<file path="src/dtou_pkg.sv">
// ----------------------------------------------------------------------------
// Definite-time over/under relay package
// Shared constants, item types and stage control types for the relay.
// ----------------------------------------------------------------------------
`timescale 1ns / 1ps

package dtou_pkg;

    localparam int STAGES = 4;
    localparam int NQ     = 4;
    localparam int NSTG   = NQ * STAGES;
    localparam int NMASK  = (NSTG < 16) ? NSTG : 16;

    localparam logic [15:0] ONE_PU   = 16'd4096;
    localparam logic [15:0] TWO_PU   = 16'd8192;
    localparam logic [15:0] ELAP_MAX = 16'hFFFF;

    localparam logic FUNC_TICK = 1'b0;
    localparam logic FUNC_LOAD = 1'b1;

    localparam int Q_VOLTAGE = 3;

    typedef struct packed {
        logic        func;
        logic [15:0] wind_speed;
        logic [15:0] rotor_speed;
        logic [15:0] bus_frequency;
        logic [15:0] terminal_voltage;
        logic        unit_online;
        logic [1:0]  set_quantity;
        logic [1:0]  set_stage;
        logic [15:0] set_threshold;
        logic [15:0] set_delay;
    } t_in_item;

    typedef struct packed {
        logic        tripped;
        logic        trip_now;
        logic [3:0]  trip_cause;
        logic [15:0] running_mask;
    } t_out_item;

    typedef struct packed {
        logic apply;
        logic tick;
        logic check;
        logic load;
    } t_stage_ctl;

    typedef struct packed {
        logic running;
        logic fire;
    } t_stage_sts;

endpackage

</file>
<file path="src/dtou_stage.sv">
// ----------------------------------------------------------------------------
// Definite-time stage
// Holds one stage's setting and timer, compares the sample against the
// threshold and reports time-out and the timer state after the item.
// ----------------------------------------------------------------------------
`timescale 1ns / 1ps

module dtou_stage (
    input  logic                i_clk,
    input  logic                i_rst_n,
    input  dtou_pkg::t_stage_ctl i_ctl,
    input  logic [15:0]         i_sample,
    input  logic [15:0]         i_set_threshold,
    input  logic [15:0]         i_set_delay,
    output dtou_pkg::t_stage_sts o_sts
);

    logic [15:0] r_thr;
    logic [15:0] r_dly;
    logic        r_run;
    logic [15:0] r_el;
    logic        n_run;
    logic [15:0] n_el;

    logic        w_enabled;
    logic        w_over;
    logic        w_under;
    logic        w_past;
    logic        w_back;
    logic        w_start;
    logic        w_run1;
    logic [15:0] w_el1;
    logic        w_timeout;
    logic        w_stop;
    logic        w_active;
    logic        w_run_c;
    logic [15:0] w_el_c;

    always_comb begin
        w_enabled = (r_thr != 16'd0) && (r_thr != dtou_pkg::ONE_PU);
        w_over    = r_thr > dtou_pkg::ONE_PU;
        w_under   = r_thr < dtou_pkg::ONE_PU;
        w_past    = (w_over && (i_sample > r_thr)) || (w_under && (i_sample < r_thr));
        w_back    = (w_over && (i_sample < r_thr)) || (w_under && (i_sample > r_thr));
        w_start   = !r_run && w_past;
        w_run1    = r_run || w_start;
        w_el1     = w_start ? 16'd0 : r_el;
        w_timeout = w_run1 && (w_el1 >= r_dly);
        w_stop    = w_run1 && !w_timeout && w_back;
        w_active  = i_ctl.check && w_enabled;
        w_run_c   = w_active ? (w_run1 && !w_stop) : r_run;
        w_el_c    = (w_active && (w_start || w_stop)) ? 16'd0 : r_el;
        n_run     = w_run_c;
        n_el      = (i_ctl.tick && w_run_c && (w_el_c != dtou_pkg::ELAP_MAX))
                    ? w_el_c + 16'd1 : w_el_c;
    end

    always_ff @(posedge i_clk) begin
        if (!i_rst_n) begin
            r_thr <= 16'd0;
            r_dly <= 16'd0;
            r_run <= 1'b0;
            r_el  <= 16'd0;
        end else if (i_ctl.apply) begin
            r_run <= n_run;
            r_el  <= n_el;
            if (i_ctl.load) begin
                r_thr <= i_set_threshold;
                r_dly <= i_set_delay;
            end
        end
    end

    assign o_sts.running = n_run;
    assign o_sts.fire    = w_enabled && w_timeout;

endmodule

</file>
<file path="src/definite_time_over_under_relay_unit.sv">
// ----------------------------------------------------------------------------
// Definite-time over/under relay unit
// Four-quantity definite-time protection relay with latched trip.
// ----------------------------------------------------------------------------
// The unit accepts one item per clock cycle while the output side does not stall
// it, and returns one result item for each: the item is captured in the input
// register, all stages are evaluated in parallel from that register and
// the result is held in the output register until it is taken. Stage timers
// advance once per relay tick item, not per clock cycle.
`timescale 1ns / 1ps

module definite_time_over_under_relay_unit (
    input  logic                i_clk,
    input  logic                i_rst_n,
    input  logic                i_in_valid,
    output logic                o_in_ready,
    input  dtou_pkg::t_in_item  i_in_item,
    output logic                o_out_valid,
    input  logic                i_out_ready,
    output dtou_pkg::t_out_item o_out_item
);

    logic                r_in_valid;
    dtou_pkg::t_in_item  r_in;
    logic                r_out_valid;
    dtou_pkg::t_out_item r_out;
    dtou_pkg::t_out_item n_out;
    logic                r_trip_latch;
    logic                n_trip_latch;

    logic                w_adv;
    logic                w_tick;
    logic [15:0]         w_sample [dtou_pkg::NQ];
    logic [dtou_pkg::NQ-1:0] w_chk;
    logic [dtou_pkg::NQ-1:0] w_fired;
    logic [3:0]          w_cause;
    logic [15:0]         w_mask;

    dtou_pkg::t_stage_ctl w_ctl [dtou_pkg::NSTG];
    dtou_pkg::t_stage_sts w_sts [dtou_pkg::NSTG];

    assign w_adv      = r_in_valid && (!r_out_valid || i_out_ready);
    assign o_in_ready = !r_in_valid || w_adv;
    assign w_tick     = (r_in.func == dtou_pkg::FUNC_TICK);

    always_comb begin
        w_sample[0] = r_in.wind_speed;
        w_sample[1] = r_in.rotor_speed;
        w_sample[2] = r_in.bus_frequency;
        w_sample[3] = r_in.terminal_voltage;
    end

    always_comb begin
        w_fired = '0;
        for (int q = 0; q < dtou_pkg::NQ; q++) begin
            for (int s = 0; s < dtou_pkg::STAGES; s++) begin
                w_fired[q] = w_fired[q] || w_sts[q * dtou_pkg::STAGES + s].fire;
            end
        end
        w_chk[0] = w_tick && r_in.unit_online && !r_trip_latch;
        for (int q = 1; q < dtou_pkg::NQ; q++) begin
            w_chk[q] = w_chk[q-1] && !w_fired[q-1];
        end
        w_chk[dtou_pkg::Q_VOLTAGE] = w_chk[dtou_pkg::Q_VOLTAGE]
                                     && (r_in.terminal_voltage <= dtou_pkg::TWO_PU);
        w_cause = w_chk & w_fired;
        n_trip_latch = r_trip_latch || (w_cause != 4'd0);
    end

    for (genvar q = 0; q < dtou_pkg::NQ; q++) begin : g_qty
        for (genvar s = 0; s < dtou_pkg::STAGES; s++) begin : g_stg
            localparam int K = q * dtou_pkg::STAGES + s;
            always_comb begin
                w_ctl[K].apply = w_adv;
                w_ctl[K].tick  = w_tick;
                w_ctl[K].check = w_chk[q];
                w_ctl[K].load  = (r_in.func == dtou_pkg::FUNC_LOAD)
                                 && (32'(r_in.set_quantity) == q)
                                 && (32'(r_in.set_stage) == s);
            end
            dtou_stage u_stage (
                .i_clk          (i_clk),
                .i_rst_n        (i_rst_n),
                .i_ctl          (w_ctl[K]),
                .i_sample       (w_sample[q]),
                .i_set_threshold(r_in.set_threshold),
                .i_set_delay    (r_in.set_delay),
                .o_sts          (w_sts[K])
            );
        end
    end

    always_comb begin
        w_mask = '0;
        for (int k = 0; k < dtou_pkg::NMASK; k++) begin
            w_mask[k] = w_sts[k].running;
        end
        n_out.tripped      = n_trip_latch;
        n_out.trip_now     = (w_cause != 4'd0);
        n_out.trip_cause   = w_cause;
        n_out.running_mask = w_mask;
    end

    always_ff @(posedge i_clk) begin
        if (!i_rst_n) begin
            r_in_valid   <= 1'b0;
            r_out_valid  <= 1'b0;
            r_trip_latch <= 1'b0;
        end else begin
            if (o_in_ready) begin
                r_in_valid <= i_in_valid;
            end
            if (w_adv) begin
                r_out_valid  <= 1'b1;
                r_trip_latch <= n_trip_latch;
            end else if (i_out_ready) begin
                r_out_valid <= 1'b0;
            end
        end
    end

    always_ff @(posedge i_clk) begin
        if (o_in_ready && i_in_valid) begin
            r_in <= i_in_item;
        end
        if (w_adv) begin
            r_out <= n_out;
        end
    end

    assign o_out_valid = r_out_valid;
    assign o_out_item  = r_out;

    a_latch_holds: assert property (@(posedge i_clk) disable iff (!i_rst_n)
        r_trip_latch |=> r_trip_latch)
        else $error("Trip latch cleared without reset.");

    a_trip_sets_tripped: assert property (@(posedge i_clk) disable iff (!i_rst_n)
        (o_out_valid && o_out_item.trip_now) |-> o_out_item.tripped)
        else $error("Trip reported without the latched trip.");

    a_single_cause: assert property (@(posedge i_clk) disable iff (!i_rst_n)
        o_out_valid |-> $onehot0(o_out_item.trip_cause))
        else $error("More than one quantity reported as trip cause.");

    a_load_no_trip: assert property (@(posedge i_clk) disable iff (!i_rst_n)
        (w_adv && (r_in.func == dtou_pkg::FUNC_LOAD)) |=> !o_out_item.trip_now)
        else $error("Setting load item reported a trip.");

    a_tripped_no_check: assert property (@(posedge i_clk) disable iff (!i_rst_n)
        r_trip_latch |-> (w_chk == '0))
        else $error("Stages checked while the unit is tripped.");

endmodule
</file>
<file path="config.mk">
export PLATFORM = sky130hd
export DESIGN_NAME = definite_time_over_under_relay_unit
export DESIGN_NICKNAME = d
export VERILOG_FILES = /design/src/dtou_pkg.sv /design/src/dtou_stage.sv /design/src/definite_time_over_under_relay_unit.sv
export SDC_FILE = /design/constraint.sdc
export NUM_CORES = 2
export LEC_CHECK = 0
export BUFFER_PORTS_ARGS = -buffer_cell sky130_fd_sc_hd__buf_2
export CORE_ASPECT_RATIO = 1.2
export CORE_UTILIZATION = 58
export DETAILED_ROUTE_END_ITERATION = 10
export PLACE_DENSITY = 0.75
export SLEW_MARGIN = 20
export SYNTH_ARGS = -nofsm -noshare
export SYNTH_HDL_FRONTEND = slang
export SYNTH_SLANG_ARGS = --single-unit
</file>
<file path="constraint.sdc">
create_clock -name i_clk -period 13.9 [get_ports i_clk]
set_input_delay 2.78 -clock i_clk [delete_from_list [all_inputs] [get_ports i_clk]]
set_output_delay 2.78 -clock i_clk [all_outputs]
set_load 0.01 [all_outputs]
</file>
# Yosys cells after proc, flatten, opt, wreduce, memory -nomap -nowiden
# Cells that the tools add are included.
# Widths: inputs -> output; s select.
word_totals:
  reg_bits: 911
  inputBits: 106
  out_inout_bits: 24
  elab_cells: 721
op_classes:
  add_sub_neg: 16
  n_lt_le_gt_ge: 81
  eq_ne: 38
  n_mux: 66
  bitwise: 2
  n_reduce_logical: 437
op_table:
  columns: ["cell", "n"]
  rows:
  - ["$mux 16", 48]
  - ["$logic_and 1x1->1", 268]
  - ["$add 16x1->16 const B", 16]
  - ["$ge 16x16->1", 16]
  - ["$gt 16x13->1 const B", 16]
  - ["$gt 16x16->1", 16]
  - ["$lt 16x13->1 const B", 16]
  - ["$lt 16x16->1", 16]
  - ["$ne 16x13->1 const B", 16]
  - ["$ne 16x16->1 const B", 16]
  - ["$reduce_bool 16->1", 16]
  - ["$logic_or 1x1->1", 79]
  - ["$logic_not 1->1", 54]
  - ["$reduce_and 2->1", 16]
  - ["$mux 1", 18]
  - ["$le 16x14->1 const B", 1]
  - ["$eq 2x2->1 const B", 4]
  - ["$and 4x4->4", 1]
  - ["$eq 2x1->1 const B", 2]
  - ["$logic_not 2->1", 2]
  - ["$reduce_bool 4->1", 1]
  - ["$reduce_bool 2->1", 1]
  - ["$not 1->1", 1]

# Depth between registers and ports, before layout
logic_depth:
  depth_word: 22
  ltp_mapped: 34
  depth_no_buf: 30

# Modules after synthesis
# A second synthesis with hierarchy kept.
hier_totals:
  cells_unflattened: 7099
  area_unflattened_um2: 58357.2
by_module_without_submodules:
  columns: ["module", "n_inst", "cells_each", "area_per_inst_um2", "seq_area_each_um2"]
  rows:
  - ["dtou_stage (g_qty[1].g_stg[1].u_stage ...)", 7, 418, 3326.9, 980.9]
  - ["dtou_stage (g_qty[0].g_stg[0].u_stage ...)", 6, 445, 3440.8, 980.9]
  - ["definite_time_over_under_relay_unit", 1, 187, 4170.2, 3783.6]
  - ["dtou_stage (g_qty[3].g_stg[2].u_stage)", 1, 443, 3497.1, 980.9]
  - ["dtou_stage (g_qty[1].g_stg[0].u_stage)", 1, 443, 3452.1, 980.9]
  - ["dtou_stage (g_qty[2].g_stg[2].u_stage)", 1, 430, 3304.4, 980.9]

# Worst setup path before layout
# No wires, ideal clock.
synth_path:
  kind: "reg-to-reg"
  from: "register r_in[82] (netlist name)"
  to: "register g_qty[3].g_stg[2].u_stage.r_el[3]"
  t_arrival_ns: 6.849
  slack_ns: 6.977
  path_stages_with_launch: 32
  path_buffers: 3
  synth_period_minus_slack_ns: 6.923
  path_cell_list: "edfxtp_1 > ha_1 > a21o_1 > a21o_1 > a221o_1 > nor4_1 > a21oi_1 > nor2_1 > clkbuf_1 > nor2b_1 > ha_1 > and3_1 > a221o_1 > a221o_1 > a41oi_1 > nor2_1 > a32oi_4 > nand2_4 > or4_1 > buf_2 > clkbuf_1 > and2_1 > ha_1 > nand3_1 > nor3_1 > and3_1 > and3_1 > nand3_1 > nor3b_1 > nand2b_4 > or4b_1 > a31oi_1"
synth_between:
  elab_chain_len: 21
  word_cells_on_any_way: 60
  cone_classes: "1 x add/sub; 12 x order compare; 1 x eq/ne; 7 x mux; 39 x reduce/logical"
synth_rtl:
  columns: ["item", "line", "rtl"]
  rows:
  - ["from (decl)", "definite_time_over_under_relay_unit.sv:24", "dtou_pkg::t_in_item r_in;"]
  - ["from (signal assigned)", "definite_time_over_under_relay_unit.sv:124", "r_in <= i_in_item;"]
  - ["$gt 16x16->1 or $lt 16x16->1 (tied branches)", "dtou_stage.sv:43", "w_past = (w_over && (i_sample > r_thr)) || (w_under && (i_sample < r_thr));"]
  - ["$logic_and 1x1->1", "dtou_stage.sv:43", null]
  - ["$logic_or 1x1->1", "dtou_stage.sv:43", null]
  - ["$logic_and 1x1->1", "dtou_stage.sv:45", "w_start = !r_run && w_past;"]
  - ["$mux 16", "dtou_stage.sv:47", "w_el1 = w_start ? 16'd0 : r_el;"]
  - ["$ge 16x16->1", "dtou_stage.sv:48", "w_timeout = w_run1 && (w_el1 >= r_dly);"]
  - ["$logic_and 1x1->1", "dtou_stage.sv:48", null]
  - ["$logic_and 1x1->1", "dtou_stage.sv:75", "assign o_sts.fire = w_enabled && w_timeout;"]
  - ["$logic_or 1x1->1 (2 in series)", "definite_time_over_under_relay_unit.sv:57", "w_fired[q] = w_fired[q] || w_sts[q * dtou_pkg::STAGES + s].fire;"]
  - ["$logic_or 1x1->1 (*)", "definite_time_over_under_relay_unit.sv:57", null]
  - ["$logic_not 1->1 (*)", "definite_time_over_under_relay_unit.sv:62", "w_chk[q] = w_chk[q-1] && !w_fired[q-1];"]
  - ["$logic_and 1x1->1 (*) (2 in series)", "definite_time_over_under_relay_unit.sv:62", null]
  - ["$logic_and 1x1->1 (*)", "definite_time_over_under_relay_unit.sv:65", "&& (r_in.terminal_voltage <= dtou_pkg::TWO_PU);"]
  - ["$logic_and 1x1->1 (*)", "dtou_stage.sv:50", "w_active = i_ctl.check && w_enabled;"]
  - ["parallel branches: the longest is 4 deep, another holds $add 16x1->16", null, null]
  - ["$mux 16 (*)", "dtou_stage.sv:55", "? w_el_c + 16'd1 : w_el_c;"]
  - ["to (signal assigned)", "dtou_stage.sv:66", "r_el <= n_el;"]
  - ["to (decl)", "dtou_stage.sv:21", "logic [15:0] r_el;"]
# Every way passes the cells marked *.
# A chain may end at the register's enable or synchronous reset.

# Worst setup path after layout
layout_path:
  from: "register r_in[62] (netlist name)"
  to: "register g_qty[3].g_stg[2].u_stage.r_el[8]"
layout_between:
  elab_chain_len: 20
  word_cells_on_any_way: 59
  cone_classes: "1 x add/sub; 12 x order compare; 1 x eq/ne; 7 x mux; 38 x reduce/logical"
layout_rtl:
  columns: ["item", "line"]
  rows:
  - ["$gt 16x16->1 or $lt 16x16->1 (tied branches)", "dtou_stage.sv:43"]
  - ["$logic_and 1x1->1", "dtou_stage.sv:43"]
  - ["$logic_or 1x1->1", "dtou_stage.sv:43"]
  - ["$logic_and 1x1->1", "dtou_stage.sv:45"]
  - ["$mux 16", "dtou_stage.sv:47"]
  - ["$ge 16x16->1", "dtou_stage.sv:48"]
  - ["$logic_and 1x1->1", "dtou_stage.sv:48"]
  - ["$logic_and 1x1->1", "dtou_stage.sv:75"]
  - ["$logic_or 1x1->1 (2 in series)", "definite_time_over_under_relay_unit.sv:57"]
  - ["$logic_or 1x1->1 (*)", "definite_time_over_under_relay_unit.sv:57"]
  - ["$logic_not 1->1 (*)", "definite_time_over_under_relay_unit.sv:62"]
  - ["$logic_and 1x1->1 (*)", "definite_time_over_under_relay_unit.sv:62"]
  - ["$logic_and 1x1->1 (*)", "definite_time_over_under_relay_unit.sv:65"]
  - ["$logic_and 1x1->1 (*)", "dtou_stage.sv:50"]
  - ["parallel branches: the longest is 4 deep, another holds $add 16x1->16", null]
  - ["$mux 16 (*)", "dtou_stage.sv:55"]
# Marks and branches as above.

==> metrics <==
placed insts 7847; Worst EP required 14.49 ns; relative slew slack 0.198; simple-gate share of the synthesized area 0.261; Worst-path clk slew 0.06 ns; Non-Filler Instances 8028; HP Start g_qty[1].g_stg[3].u_stage.r_dly[8]; post-synthesis net count 7448; core footprint 90700 um^2; Total GRT Usage 0.346; Setup TNS 0 ns; GRT overflow 0; final count of hold timing violations 0; largest net degree at the start of global routing 190; EDFF count, synth 124; XOR/XNOR Fraction of Synth Area 0.0198; Pwr per Cell Area 101 nW/um^2; crit path launch r_in[62]; layout cells sized above 1 0.0684; Ports 130; VDD IR max 0.102 mV; CTS Buffer Depth 3; gpl congestion 0.964; number of synthesis warnings 0; Slew @ Worst Pin 1.20 ns; vias in the first global route 45784; Leak 21.0 nW; H-tree Lvls 3; max-slew violations 0; initial DRC count 4071; unrepaired setup endpoints after global routing no; Worst path slowest cell or4_1; most frequent cells in the layout 1461 x nand2_1, 787 x dfxtp_1, 774 x a21oi_1; CTS buffer count 95; synth unique cells 99; setup violators final 0; R2R Setup Slk 5.12 ns; PnR worst setup slack 5.12 ns; Avg Inst Size Synth 7.80 um^2; Clock Skews 0.0390 ns; Die W 278 um; clk sinks 911; maximum clock frequency 114 MHz; Worst setup EP type flop; Die ar. 92900 um^2; Setup WS pre-CTS 5.32 ns; CP max FO 16; Power Total 5.85 mW; PortBufs 129; Cell Rows 121; length in cells of the worst reg-to-reg path 28; Starting Density 0.586; mux cell area share after synthesis 0.0101; complex-gate fraction of the synthesized area 0.154; Post-CTS Hold Buffers 0; Max Cap Violations 0; slowest stage delay, CP 0.95 ns; commonest non-fill, non-tap cell in the layout nand2_1; Routed WL 164000 um; buffer count from post-CTS setup fixing 0; antenna violations before repair 5; clock root cell clkbuf_16; WS Path Type flop to flop; final worst-path cycle share 0.632; critical path data arrival time 9.37 ns; Final HPWL DP 111000 um; routed vias/inst 6.05; clk_lat worst skew 0.69 ns; outcome finished clean; fill count 7827; Main synth FF type dfxtp_1; WL per Instance 20.5 um; WHS Path Cells 2; Synth async-reset ratio 0; critical path startpoint category flop; first-pass GRT wire length 253000 um; Cell Area, Synth 53100 um^2; RR Startpoint r_in[62]; minimum clock period 8.78 ns; Hold WC Path Type flop to flop; Crit path top cell by count and3_1; largest family of logic cells by synthesized area simple AND/OR/NAND/NOR gates; remaining antenna violation count 0; area grow syn2layout 9.02%; Seq cells post-synth 911; Final nets 7411; TritonCTS clock tree done; sequential area share after synthesis 0.366; vias 48554; Post-Synth Adder-Cell Area 0.124; Cells after Synth 6814; post_cts resized 0; Die Span Y 334 um; DRC viols 0; drt pass-1 iters 5
## per-layer routing
layer  up-vias  wire, um  GRT usage
met5         -        22          0
met4         4      9580      0.185
met2      1765     75800      0.581
met1     23000     66200      0.424
li1      23316         -          -
met3       469     12600     0.0563
## flip-flops by register name (all words and copies together) (netlist names)
signal                     cells
o_out_item                    22
g_qty.g_stg.u_stage.r_dly    256
r_in_valid                     1
g_qty.g_stg.u_stage.r_thr    256
o_out_valid                    1
g_qty.g_stg.u_stage.r_run     16
g_qty.g_stg.u_stage.r_el     256
r_trip_latch                   1
r_in                         102
## final cells by class
cell class,count,area (um^2),share of cell area
multi-input combinational,5006,30400,0.524
sequential,911,19500,0.336
clock buffer,129,2710,0.0468
inverter,555,2090,0.0361
tap,1168,1460,0.0252
timing repair buffer,208,1270,0.0220
clock inverter,49,541,0.00933
antenna,2,5.00,0.0000864
## synth_stat cells (28+ instances only)
cell | n | area, um^2
nand2_1 | 1464 | 5500
dfxtp_1 | 787 | 15800
a21oi_1 | 774 | 3870
inv_1 | 554 | 2080
ha_1 | 528 | 6610
nor2_1 | 337 | 1260
clkbuf_1 | 326 | 1220
nand3_1 | 182 | 911
nor2b_1 | 173 | 1080
and2_1 | 164 | 1030
nand4_1 | 149 | 932
o21ai_0 | 132 | 661
edfxtp_1 | 124 | 3720
nor4_1 | 110 | 688
nor3_1 | 96 | 480
and3_1 | 84 | 526
a21o_1 | 69 | 518
xor2_1 | 66 | 578
xnor2_1 | 54 | 473
a211oi_1 | 45 | 338
o211ai_1 | 45 | 338
or3_1 | 42 | 263
a31oi_1 | 37 | 231
nand2b_1 | 32 | 200
o21a_1 | 31 | 233
mux2i_1 | 28 | 280
## kinds of logic (layout without fill, tap and decap cells)
kind of cell / Yosys count / count (layout)
simple gates: 2957 / 2957
compound gates: 1350 / 1350
flops: 911 / 911
fa+ha+maj: 528 / 528
xor+xnor: 120 / 120
other cells: 0 / 2
mux: 51 / 51
buf+inv: 897 / 941
## power by group
part | internal (mW) | switching [mW]
registers | 2.70 | 0.0378
clock network | 1.56 | 1.13
logic | 0.116 | 0.308
total | 4.37 | 1.48
## critical path, delay by kind of cell (launching register included)
kind	cells	cell delay (ns)
fa+ha+maj	3	0.93
compound gates	7	2.00
flops	1	0.47
simple gates	18	5.30
## through the flow
stage / hold WS (ns) / instance area, um^2 / util
2_1_floorplan: 0.436 / 53100 / -
3_3_place_gp: 0.442 / 54700 / 0.603
3_5_place_dp: 0.446 / 54700 / 0.603
4_1_cts: 0.454 / 57900 / 0.639
5_1_grt: 0.468 / 57900 / 0.639
6_report: 0.454 / 57900 / 0.639
## path summary, 6_finish.rpt
kind / to
setup reg to reg: g_qty[3].g_stg[2].u_stage.r_el[8]
setup / recovery: g_qty[3].g_stg[2].u_stage.r_el[8]
hold reg to reg: g_qty[1].g_stg[3].u_stage.r_dly[8]
hold / removal: g_qty[1].g_stg[3].u_stage.r_dly[8]
Note: power is estimated with default switching activity, not from simulation.
